File: config.mk
export PLATFORM = sky130hd
export DESIGN_NAME = sensor_running_mean_stddev
export DESIGN_NICKNAME = d
export VERILOG_FILES = /design/src/hw/rtl/srms_pkg.sv /design/src/hw/rtl/sensor_running_mean_stddev.sv /design/src/hw/rtl/srms_divsqrt.sv
export SDC_FILE = /design/constraint.sdc
export NUM_CORES = 2
export LEC_CHECK = 0
export ABC_CLOCK_PERIOD_IN_PS = 13000
export BUFFER_PORTS_ARGS = -buffer_cell sky130_fd_sc_hd__buf_4
export CORE_MARGIN = 3
export CORE_UTILIZATION = 50
export CTS_CLUSTER_SIZE = 24
export DETAILED_ROUTE_END_ITERATION = 6
export HOLD_SLACK_MARGIN = 0.06
export PLACE_DENSITY_LB_ADDON = 0.1
export SLEW_MARGIN = 20
export SYNTH_ARGS = -nofsm -noshare
export SYNTH_HDL_FRONTEND = slang
export SYNTH_HIERARCHICAL = 1
export SYNTH_SLANG_ARGS = --single-unit
File: constraint.sdc
create_clock -name clk -period 13 [get_ports clk]
set_clock_uncertainty 0.05 [all_clocks]
set_input_delay 1.3 -clock clk [delete_from_list [all_inputs] [get_ports clk]]
set_output_delay 1.3 -clock clk [all_outputs]
set_load 0.02 [all_outputs]
File: src/hw/rtl/srms_pkg.sv
// Shared constants, types and codes for the running mean / stddev block.
`timescale 1ns / 1ps
package srms_pkg;
  localparam int CHANNELS_DEF    = 8;
  localparam int SAMPLE_BITS_DEF = 12;
  localparam int COUNT_BITS_DEF  = 16;
  localparam int CHAN_BITS       = 3;
  localparam int FRAC_BITS       = 16;
  localparam int M2_BITS         = 55;
  localparam int OUT_MEAN_BITS   = 28;
  localparam int OUT_SD_BITS     = 20;
  localparam int OUT_CNT_BITS    = 16;

  localparam logic [1:0] REQ_ADD   = 2'd0;
  localparam logic [1:0] REQ_READ  = 2'd1;
  localparam logic [1:0] REQ_CLEAR = 2'd2;

  localparam logic [1:0] ST_OK   = 2'd0;
  localparam logic [1:0] ST_FEW  = 2'd1;
  localparam logic [1:0] ST_FULL = 2'd2;

  // Shared shift-subtract unit control.
  typedef struct packed {
    logic start;
    logic is_sqrt;
  } unit_ctl_t;
endpackage

File: src/hw/rtl/sensor_running_mean_stddev.sv
// Top level: per-channel Welford running mean and sample standard deviation.
//  channel | dir | fields (low bit up)
//  s_axis  | in  | tdata: req_type[1:0], channel[4:2], sample[16:5]
//  m_axis  | out | tdata: channel_echo, mean_value, stddev_value, sample_count, status
// A read of a channel with fewer than two samples goes straight to the output; a clear
// writes the zeroed channel back first. An add runs the delta/n divide, builds the
// product from 16-bit slices of the second difference and updates m2; if it leaves two
// or more samples it then runs the m2/(n-1) divide and the square root, as does a read
// of two or more samples or a dropped add. One shared unit does both divides and the
// square root.
// Reset clears all channel statistics at once. s_axis_tready is low from
// acceptance until the result is taken; a stalled result holds.
`timescale 1ns / 1ps
module sensor_running_mean_stddev #(
  parameter int CHANNELS    = srms_pkg::CHANNELS_DEF,
  parameter int SAMPLE_BITS = srms_pkg::SAMPLE_BITS_DEF,
  parameter int COUNT_BITS  = srms_pkg::COUNT_BITS_DEF
) (
  input  logic        clk,
  input  logic        rst,
  input  logic        s_axis_tvalid,
  output logic        s_axis_tready,
  // req_type[1:0], channel[4:2], sample[5+SAMPLE_BITS-1:5], zero pad
  input  logic [((5 + SAMPLE_BITS + 7) / 8) * 8 - 1:0] s_axis_tdata,
  output logic        m_axis_tvalid,
  input  logic        m_axis_tready,
  // channel_echo[2:0], mean_value[30:3], stddev_value[50:31],
  // sample_count[66:51], status[68:67], zero pad
  output logic [71:0] m_axis_tdata
);
  localparam int MEAN_BITS = SAMPLE_BITS + 16;
  localparam int SD_BITS   = SAMPLE_BITS + 8;
  localparam int M2B       = srms_pkg::M2_BITS;
  localparam int CIDX      = (CHANNELS > 1) ? $clog2(CHANNELS) : 1;
  localparam logic [COUNT_BITS-1:0] CNT_FULL = '1;

  localparam logic [3:0] S_IDLE = 4'd0, S_LOAD = 4'd1, S_DIV1 = 4'd2,
    S_DIV1W = 4'd3, S_MUL = 4'd4, S_M2 = 4'd5, S_DIV2 = 4'd6, S_DIV2W = 4'd7,
    S_SQ = 4'd8, S_SQW = 4'd9, S_OUT = 4'd10, S_WB = 4'd11;

  logic [3:0] state;
  logic [MEAN_BITS-1:0]  mean_mem [CHANNELS];
  logic [M2B-1:0]        m2_mem   [CHANNELS];
  logic [COUNT_BITS-1:0] cnt_mem  [CHANNELS];

  logic [1:0]  req;
  logic [2:0]  chan;
  logic [SAMPLE_BITS-1:0] smp;
  logic        bad_ch;
  logic [CIDX-1:0] ci;
  logic signed [MEAN_BITS+1:0] delta, d2;
  logic [MEAN_BITS-1:0]  mean_r;
  logic [M2B-1:0]        m2_r;
  logic [COUNT_BITS-1:0] n_r;
  logic [1:0]  status_r;
  logic [63:0] prod;
  logic [1:0]  mstep;
  logic [MEAN_BITS:0] abs_a, abs_b;
  logic [19:0] sd_r;

  srms_pkg::unit_ctl_t ctl;
  logic [63:0] u_num, u_den, u_res;
  logic        u_done;

  srms_divsqrt #(.W(64)) u_unit (
    .clk(clk), .rst(rst), .ctl(ctl), .num(u_num), .den(u_den),
    .res(u_res), .done(u_done)
  );

  logic signed [MEAN_BITS+1:0] xs;
  assign xs = $signed({2'b00, smp, 16'd0});
  assign abs_a = delta[MEAN_BITS+1] ? (MEAN_BITS+1)'(0) - delta[MEAN_BITS:0]
                                    : delta[MEAN_BITS:0];
  assign abs_b = d2[MEAN_BITS+1] ? (MEAN_BITS+1)'(0) - d2[MEAN_BITS:0] : d2[MEAN_BITS:0];

  logic [MEAN_BITS+16:0] pp;
  assign pp = (MEAN_BITS+17)'(abs_a) * (MEAN_BITS+17)'(16'(abs_b >> (16 * mstep)));

  logic [63:0] m2_sum;
  assign m2_sum = 64'(m2_r) + (prod >> 16);

  always_comb begin
    ctl = '0;
    u_num = '0;
    u_den = '0;
    unique case (state)
      S_DIV1: begin
        ctl.start = 1'b1;
        u_num = 64'(delta[MEAN_BITS+1] ? -delta : delta);
        u_den = 64'(n_r);
      end
      S_DIV2: begin
        ctl.start = 1'b1;
        u_num = 64'(m2_r);
        u_den = 64'(n_r - COUNT_BITS'(1));
      end
      S_SQ: begin
        ctl.start = 1'b1;
        ctl.is_sqrt = 1'b1;
        u_num = u_res;
      end
      default: ;
    endcase
  end

  assign s_axis_tready = (state == S_IDLE);
  assign ci = CIDX'(chan);

  always_ff @(posedge clk) begin
    if (rst) begin
      state <= S_IDLE;
      m_axis_tvalid <= 1'b0;
      for (int i = 0; i < CHANNELS; i++) begin
        mean_mem[i] <= '0;
        m2_mem[i]   <= '0;
        cnt_mem[i]  <= '0;
      end
    end else begin
      unique case (state)
        S_IDLE: if (s_axis_tvalid) begin
          req  <= s_axis_tdata[1:0];
          chan <= s_axis_tdata[4:2];
          smp  <= s_axis_tdata[5 +: SAMPLE_BITS];
          bad_ch <= 32'(s_axis_tdata[4:2]) >= CHANNELS;
          state <= S_LOAD;
        end
        S_LOAD: begin
          mean_r <= mean_mem[ci];
          m2_r   <= m2_mem[ci];
          n_r    <= cnt_mem[ci];
          status_r <= srms_pkg::ST_OK;
          sd_r <= '0;
          if (bad_ch) begin
            mean_r <= '0; m2_r <= '0; n_r <= '0;
            state <= S_OUT;
          end else if (req == srms_pkg::REQ_CLEAR) begin
            mean_r <= '0; m2_r <= '0; n_r <= '0;
            state <= S_WB;
          end else if (req == srms_pkg::REQ_ADD) begin
            if (cnt_mem[ci] == CNT_FULL) begin
              status_r <= srms_pkg::ST_FULL;
              state <= S_DIV2;
            end else begin
              n_r <= cnt_mem[ci] + COUNT_BITS'(1);
              delta <= xs - $signed({2'b00, mean_mem[ci]});
              state <= S_DIV1;
            end
          end else state <= (cnt_mem[ci] < COUNT_BITS'(2)) ? S_OUT : S_DIV2;
        end
        S_DIV1: state <= S_DIV1W;
        S_DIV1W: if (u_done) begin
          // truncate toward zero: apply the sign after the magnitude divide
          logic signed [MEAN_BITS+1:0] q, mn;
          q = delta[MEAN_BITS+1] ? -(MEAN_BITS+2)'(u_res) : (MEAN_BITS+2)'(u_res);
          mn = $signed({2'b00, mean_r}) + q;
          mean_r <= mn[MEAN_BITS-1:0];
          d2 <= xs - mn;
          prod <= '0;
          mstep <= '0;
          state <= S_MUL;
        end
        S_MUL: begin
          prod <= prod + (64'(pp) << (16 * mstep));
          mstep <= mstep + 2'd1;
          if (mstep == 2'd3) state <= S_M2;
        end
        S_M2: begin
          m2_r <= (m2_sum > 64'({M2B{1'b1}})) ? '1 : m2_sum[M2B-1:0];
          state <= (n_r < COUNT_BITS'(2)) ? S_WB : S_DIV2;
        end
        S_DIV2: state <= (n_r < COUNT_BITS'(2)) ? S_WB : S_DIV2W;
        S_DIV2W: if (u_done) state <= S_SQ;
        S_SQ: state <= S_SQW;
        S_SQW: if (u_done) begin
          sd_r <= (u_res > 64'({SD_BITS{1'b1}})) ? 20'({SD_BITS{1'b1}}) : 20'(u_res);
          state <= S_WB;
        end
        S_WB: begin
          mean_mem[ci] <= mean_r;
          m2_mem[ci]   <= m2_r;
          cnt_mem[ci]  <= n_r;
          state <= S_OUT;
        end
        S_OUT: begin
          if (!m_axis_tvalid) begin
            m_axis_tvalid <= 1'b1;
            m_axis_tdata <= {3'd0,
              (status_r != srms_pkg::ST_FULL && n_r < COUNT_BITS'(2))
                ? srms_pkg::ST_FEW : status_r,
              16'(n_r), sd_r, 28'(mean_r), chan};
          end else if (m_axis_tready) begin
            m_axis_tvalid <= 1'b0;
            state <= S_IDLE;
          end
        end
        default: state <= S_IDLE;
      endcase
    end
  end
endmodule

File: src/hw/rtl/srms_divsqrt.sv
// Shared radix-2 unit: restoring divide or integer square root, one bit a cycle.
`timescale 1ns / 1ps
module srms_divsqrt #(
  parameter int W = 64
) (
  input  logic                clk,
  input  logic                rst,
  input  srms_pkg::unit_ctl_t ctl,
  input  logic [W-1:0]        num,
  input  logic [W-1:0]        den,
  output logic [W-1:0]        res,
  output logic                done
);
  localparam int CW = $clog2(W + 1);

  logic [W-1:0]   quo;
  logic [W-1:0]   rem_sh;
  logic [W+1:0]   prem;
  logic [W-1:0]   dden;
  logic [CW-1:0]  cnt;
  logic           busy;
  logic           sq;
  logic [W+1:0]   trial;
  logic [W+1:0]   cand;
  logic [W+1:0]   sub;

  always_comb begin
    if (sq) begin
      trial = {prem[W-1:0], rem_sh[W-1 -: 2]};
      cand  = {quo, 2'b01};
    end else begin
      trial = {prem[W:0], rem_sh[W-1]};
      cand  = {2'b00, dden};
    end
    sub = trial - cand;
  end

  always_ff @(posedge clk) begin
    if (rst) begin
      busy <= 1'b0;
      done <= 1'b0;
    end else begin
      done <= 1'b0;
      if (ctl.start) begin
        busy <= 1'b1;
        sq   <= ctl.is_sqrt;
        rem_sh <= num;
        dden <= den;
        prem <= '0;
        quo  <= '0;
        cnt  <= ctl.is_sqrt ? CW'(W / 2) : CW'(W);
      end else if (busy) begin
        // Take the difference on success, else keep the trial remainder; shift in the next bit(s).
        if (!sub[W+1]) prem <= sub;
        else prem <= trial;
        quo    <= {quo[W-2:0], ~sub[W+1]};
        rem_sh <= sq ? {rem_sh[W-3:0], 2'b00} : {rem_sh[W-2:0], 1'b0};
        cnt    <= cnt - CW'(1);
        if (cnt == CW'(1)) begin
          busy <= 1'b0;
          done <= 1'b1;
        end
      end
    end
  end

  assign res = quo;
endmodule
# After elaboration in Yosys (flattened, before gate mapping)

Memories as Yosys holds them, arrays and structs flattened. A register that Yosys moved wholly into a read port is not among the register bits.
Cells that the tools add are included.

Memory bits (writable): 792
Memories: 3
Bits in registers: 604

Equality and inequality tests: 23
Reductions and logical operators: 26
Bitwise logic cells: 7
Mux-type cells: 72
Multiply operators: 1
Add/sub/neg operators: 14
$lt $le $gt $ge: 4
Shift operators: 2

Memory list:

| name     | depth | width | rd ports | clocked after memory_dff | write ports | line                             | source |
|---|---|---|---|---|---|---|---|
| m2_mem   | 8     | 55    | 1        | 1                        | 8           | sensor_running_mean_stddev.sv:43 | `logic [M2B-1:0] m2_mem [CHANNELS];` |
| mean_mem | 8     | 28    | 1        | 1                        | 8           | sensor_running_mean_stddev.sv:42 | `logic [MEAN_BITS-1:0] mean_mem [CHANNELS];` |
| cnt_mem  | 8     | 16    | 1        | 1                        | 8           | sensor_running_mean_stddev.sv:44 | `logic [COUNT_BITS-1:0] cnt_mem [CHANNELS];` |

Operators by type and width:

| kind                                                                   | number |
|---|---|
| 64-bit 2-to-1 mux                                                      | 6 |
| 64-bit case mux with 2 select lines                                    | 2 |
| 64-bit case mux with 3 select lines                                    | 1 |
| 55-bit 2-to-1 mux                                                      | 3 |
| 66-bit 2-to-1 mux                                                      | 2 |
| 65-bit 2-to-1 mux                                                      | 2 |
| 55-bit case mux with 2 select lines                                    | 1 |
| 28-bit 2-to-1 mux                                                      | 3 |
| 66-bit subtractor                                                      | 1 |
| 64-bit adder                                                           | 1 |
| 64-bit by 20-bit > comparator with 1-bit output, second input constant | 1 |
| 29-bit negator with 64-bit output                                      | 1 |
| 45-bit by 6-bit << shifter with 64-bit output                          | 1 |
| 29-bit 2-to-1 mux                                                      | 2 |
| 1-bit by 29-bit subtractor with 29-bit output, first input constant    | 2 |
| 55-bit by 48-bit adder with 56-bit output                              | 1 |
| 56-bit by 55-bit > comparator with 1-bit output, second input constant | 1 |
| 28-bit case mux with 2 select lines                                    | 1 |
| 55-bit OR reduction                                                    | 1 |
| 16-bit 2-to-1 mux                                                      | 3 |
| 4-bit 2-to-1 mux                                                       | 12 |
| 4-bit case mux with 12 select lines                                    | 1 |
| 29-bit by 16-bit multiplier with 45-bit output                         | 1 |
| 20-bit 2-to-1 mux                                                      | 2 |
| 39 further kinds                                                       | 97 |

# Longest topological paths before layout

Word-level depth: 7
Mapped depth: 50
Gate-level depth less buffers: 48

# Cells and area by module

Netlist, hierarchy kept.

By module, submodules not included:

| module                     | instances | cells an instance | sequential area each (µm²) | area an instance (µm²) |
|---|---|---|---|---|
| sensor_running_mean_stddev | 1         | 6617              | 33882.5                    | 75532.4 |
| srms_divsqrt               | 1         | 1473              | 7997.7                     | 16254.3 |

# Worst setup path after synthesis

Ideal clock, no wire load.

Path type: flip-flop to flip-flop
Start point: register d2[3]
End point: register prod[58], data pin
Library setup time: 0.265 ns
Arrival: 11.306 ns
Data required time: 12.685 ns
Path slack: 1.379 ns
Stages on the path, launching flop included: 45
Buffers on the path: 2
Cells stage by stage: edfxtp_1 -> or4_4 -> or3_1 -> or4_1 -> or2_1 -> or3_4 -> nand2b_4 -> o31ai_2 -> xor2_1 -> a211oi_1 -> clkbuf_1 -> nand2_1 -> fa_1 -> inv_1 -> fa_1 -> fa_1 -> fa_1 -> fa_1 -> [9 not listed] -> a21oi_1 -> a31o_2 -> a41o_1 -> a41oi_1 -> o22ai_1 -> a311o_1 -> ha_1 -> a21o_1 -> a21oi_1 -> o21bai_1 -> a21o_1 -> a221o_1 -> a21oi_1 -> o21ai_0 -> a21boi_0 -> o21ai_0 -> xor2_1 -> nor2b_1

Word-level cells in the longest chain between the ends: 7

RTL lines:

| element                                            | line                              | source |
|---|---|---|
| start: declaration                                 | sensor_running_mean_stddev.sv:51  | `logic signed [MEAN_BITS+1:0] delta, d2;` |
| start signal: assignment                           | sensor_running_mean_stddev.sv:157 | `d2 <= xs - mn;` |
| 1-bit by 29-bit subtractor with 29-bit output      | sensor_running_mean_stddev.sv:74  | `assign abs_b = d2[MEAN_BITS+1] ? (MEAN_BITS+1)'(0) - d2[MEAN_BITS:0] : d2[MEAN_BITS:0];` |
| 29-bit 2-to-1 mux (*)                              | sensor_running_mean_stddev.sv:74  |  |
| 29-bit by 6-bit >> shifter with 16-bit output (*)  | sensor_running_mean_stddev.sv:77  | `assign pp = (MEAN_BITS+17)'(abs_a) * (MEAN_BITS+17)'(16'(abs_b >> (16 * mstep)));` |
| 29-bit by 16-bit multiplier with 45-bit output (*) | sensor_running_mean_stddev.sv:77  |  |
| 45-bit by 6-bit << shifter with 64-bit output (*)  | sensor_running_mean_stddev.sv:163 | `prod <= prod + (64'(pp) << (16 * mstep));` |
| 64-bit adder (*)                                   | sensor_running_mean_stddev.sv:163 |  |
| 64-bit case mux with 2 select lines (*)            | sensor_running_mean_stddev.sv:119 | `unique case (state)` |
| end signal: assignment                             | sensor_running_mean_stddev.sv:163 |  |
| end: declaration                                   | sensor_running_mean_stddev.sv:56  | `logic [63:0] prod;` |

Every way passes the cells marked *; elsewhere a longest branch is shown, timed or not.
A chain may end at the register's enable or synchronous reset.

# Worst setup path in the final report

Start point: register d2[3]
End point: register prod[63], data pin

The elaborated chain is that of the path after synthesis.

==> reports/summary.log <==
qor: timing.timing.max_slew.rel_slack 0.237
qor: floorplanning.placementRows 156
qor: global_route.maximum_number_of_pins_on_one_net_before_global_route_repair 197
qor: logic_synthesis.yosysWarningCount 6
qor: layout.layout.nets 8,873
qor: logic_synthesis.post_synth_instance_area 91,800 um^2
qor: critical_path.criticalPathCategory reg -> reg
qor: timing.timing.final.max_slew_violations 0
qor: clock_network.maximum_clock_path_buffer_count 3
qor: drt.drt.antenna.violating_nets 0
qor: placement.dpl.hpwl 194 mm
qor: logic_synthesis.synthesis.instances 8,090
qor: timing.period_share 0.971
qor: global_route.vias_in_the_first_global_route 63,800
qor: layout.area_of_combinational_cells_with_multiple_inputs 46,600 um^2
qor: placement.io_buffers 91
qor: logic_synthesis.synth_async_sr_flop_share 0
qor: drt.detail_route.first_pass.iterations 6
qor: clock_network.cell_at_the_root_of_the_clock_tree sky130_fd_sc_hd__clkbuf_16
qor: global_route.grt_pass1_wl 417 mm
qor: logic_synthesis.synth.yosys.seq_area_share 0.456
qor: layout.post_route_cells_drive_above_1_share 0.117
qor: critical_path.cp_data_required_time 13,440 ps
qor: floorplanning.die_h 434 um
qor: critical_path.cell_type_with_the_highest_occurrence_count_on_the_critical_path sky130_fd_sc_hd__fa_1
qor: layout.flow.area_growth_from_synthesis 9.84%
qor: critical_path.cpPeakStageDelay 550 ps
qor: global_route.gr-usage-all-layers 0.298
qor: drt.detail_route.vias_per_cell 6.02
qor: timing.worstMarginPinSlew 1140 ps
qor: placement.routabilityCongestion 0.968
qor: critical_path.startpoint_type flip-flop
qor: critical_path.critical_path_peak_fanout 8
qor: drt.dr.first_iter.drc_count 6,065
qor: timing.timing.fmax 79.2 MHz
qor: clock_network.clkSlewWorstSetupHoldPaths 60 ps
qor: clock_network.tritoncts yes
qor: clock_network.tritoncts.num_buffers 155
qor: floorplanning.die_width 434 um
qor: layout.post_layout_instance_count_excluding_filler_cells 10,600
qor: timing.totalNegativeSetupSlack 0 ps
qor: flow_run.drv.max_cap_violation_count 0
qor: timing.final_hold_viol_count 0
qor: layout.fillCellCount 15,500
qor: clock_network.clk_latency 810 ps
qor: clock_network.tritoncts_num_sinks 1,398
qor: timing.finalSetupViolCount 0
qor: logic_synthesis.synth_cell_types 101
qor: timing.final.min_clock_period 12,630 ps
qor: drt.drc_markers 0
qor: placement.place.detailed.instances 10,300
qor: logic_synthesis.ys_seq_elements 1,398
qor: floorplanning.floorplan.die_area 189,000 um^2
qor: drt.routedWlPerCell 26.6 um
qor: floorplanning.ios 102
qor: logic_synthesis.syn_area_per_cell 11.3 um^2
qor: floorplanning.initial_utilization 0.506
qor: global_route.grt_antenna_before_repair 22
qor: logic_synthesis.synth-main-ff-cell sky130_fd_sc_hd__edfxtp_1
qor: worst_hold_path.hold_path_class reg -> reg
qor: logic_synthesis.synth_enable_flop_cells 1,388
qor: drt.drt-total-wl 282 mm
qor: critical_path.worst_ep_arrival_time 13,070 ps
qor: critical_path.critPathCaptureType flip-flop
qor: drt.vias 63,900
qor: status.result_of_the_run completed
qor: clock_network.htreeDepth 4
qor: global_route.grt.overflow.total 0
qor: layout.area.sequential 41,900 um^2
qor: critical_path.critical-path-slowest-cell sky130_fd_sc_hd__or4_4
qor: critical_path.register_to_register_setup_slack 370 ps
qor: floorplanning.coreArea 182,000 um^2
## Yosys cell counts, types with 17 or more instances
| cell | instances | area [um^2] |
|---|---|---|
| sky130_fd_sc_hd__a22o_1 | 41 | 359 |
| sky130_fd_sc_hd__and2_1 | 886 | 5540 |
| sky130_fd_sc_hd__edfxtp_1 | 1388 | 41700 |
| sky130_fd_sc_hd__nor3_1 | 70 | 350 |
| sky130_fd_sc_hd__mux2_2 | 82 | 923 |
| sky130_fd_sc_hd__o211ai_1 | 21 | 158 |
| sky130_fd_sc_hd__o21bai_1 | 43 | 323 |
| sky130_fd_sc_hd__o21a_1 | 46 | 345 |
| sky130_fd_sc_hd__a31oi_1 | 43 | 269 |
| sky130_fd_sc_hd__inv_1 | 501 | 1880 |
| sky130_fd_sc_hd__ha_1 | 356 | 4450 |
| sky130_fd_sc_hd__buf_1 | 41 | 154 |
| sky130_fd_sc_hd__mux2i_1 | 242 | 2420 |
| sky130_fd_sc_hd__nor4_1 | 36 | 225 |
| sky130_fd_sc_hd__nor2b_1 | 100 | 626 |
| sky130_fd_sc_hd__or2_2 | 25 | 156 |
| sky130_fd_sc_hd__nand2_1 | 686 | 2570 |
| sky130_fd_sc_hd__a21boi_0 | 17 | 128 |
| sky130_fd_sc_hd__nand3_1 | 74 | 370 |
| sky130_fd_sc_hd__or4_1 | 18 | 135 |
| sky130_fd_sc_hd__buf_2 | 37 | 185 |
| sky130_fd_sc_hd__fa_1 | 380 | 7610 |
| sky130_fd_sc_hd__xnor2_1 | 243 | 2130 |
| sky130_fd_sc_hd__o21ai_0 | 378 | 1890 |
| sky130_fd_sc_hd__o31ai_1 | 40 | 300 |
| sky130_fd_sc_hd__a21o_1 | 144 | 1080 |
| sky130_fd_sc_hd__mux4_2 | 198 | 4460 |
| sky130_fd_sc_hd__o22ai_1 | 34 | 213 |
| sky130_fd_sc_hd__nand2b_1 | 93 | 582 |
| sky130_fd_sc_hd__xor2_1 | 172 | 1510 |
| sky130_fd_sc_hd__nor3b_1 | 17 | 128 |
| sky130_fd_sc_hd__or3_1 | 34 | 213 |
| sky130_fd_sc_hd__and3_1 | 38 | 238 |
| sky130_fd_sc_hd__a21oi_1 | 356 | 1780 |
| sky130_fd_sc_hd__nand4_1 | 58 | 363 |
| sky130_fd_sc_hd__nor2_1 | 508 | 1910 |
| sky130_fd_sc_hd__clkbuf_1 | 346 | 1300 |
| sky130_fd_sc_hd__a211oi_1 | 43 | 323 |
## stage by stage
stage / instance area, um^2 / worst slack, ps / utilization / hold slack (ps)
2_1_floorplan: 91800 / 1380 / - / 350
3_3_place_gp: 95600 / 254 / 0.527 / 356
3_5_place_dp: 95600 / 125 / 0.527 / 356
4_1_cts: 100000 / 63.5 / 0.553 / 378
5_1_grt: 101000 / -114 / 0.555 / 382
6_report: 101000 / 373 / 0.555 / 376
## cell usage in the layout, fill, tap and decap left out, drive strengths merged, types with 144 or more instances in the layout
cell type,synthesis,final
edfxtp,1388,1388
and2,886,886
nand2,686,686
nor2,509,509
inv,501,505
o21ai,382,382
fa,380,380
a21oi,356,356
ha,356,356
buf,103,310
xnor2,244,244
mux2i,242,242
mux4,198,198
clkbuf,349,198
xor2,172,172
a21o,144,144
## layer usage
metal | track usage | vias up | share of wire
li1 | - | 28800 | -
met1 | 0.399 | 32200 | 0.41
met2 | 0.487 | 2383 | 0.47
met3 | 0.0465 | 482 | 0.072
met4 | 0.121 | 6 | 0.045
met5 | 0 | - | 0.00015
## critical path: cells and delay by family, from the launching register on
kind | cells | cell delay, ps
flops | 1 | 430
xor+xnor | 3 | 620
buf+inv | 9 | 1210
compound gates | 13 | 2790
simple gates | 15 | 3650
fa+ha+maj | 8 | 3570
## flip-flops by register name (all words and copies together) (netlist names), 65 cells and up, named ones only
signal,cells
cnt_mem,128
mean_mem,224
m2_mem,440
u_unit/prem,65
m_axis_tdata,69
## logic make-up (layout without fill, tap and decap cells)
family,count (synthesis),count (layout),synth area share
AO/OA/AOI/OAI,1355,1355,0.0933
XOR/XNOR,416,416,0.0399
adder cells (fa/ha/maj),737,737,0.132
buffers and inverters,954,1096,0.0411
flip-flops,1398,1398,0.456
multiplexers,523,523,0.0852
other,1,10,0.0000409
AND/OR/NAND/NOR,2706,2706,0.153
## repair_timing
action	CTS	global route
buffers inserted	0	10
resized for setup	0	37
hold endpoints to repair	0	0
setup endpoints to repair	0	20
hold buffers	0	0
## path summary, 6_finish.rpt
check	startpoint	endpoint	cells after the start
max	d2[3]	prod[63]	48
min	sd_r[6]	m_axis_tdata[37]	0
max reg2reg	d2[3]	prod[63]	48
min reg2reg	sd_r[6]	m_axis_tdata[37]	0
## final cells by class
cell class                 count  area share
tap                         2370      0.0294
multi-input combinational   5740       0.462
clock inverter                86     0.00720
timing repair buffer         312      0.0256
inverter                     502      0.0187
sequential                  1398       0.416
clock buffer                 196      0.0409
antenna                        7    0.000174
Power is left out: the tool's default activity adds up to more than one toggle a clock period on the data nets, which glitch-free logic cannot reach.
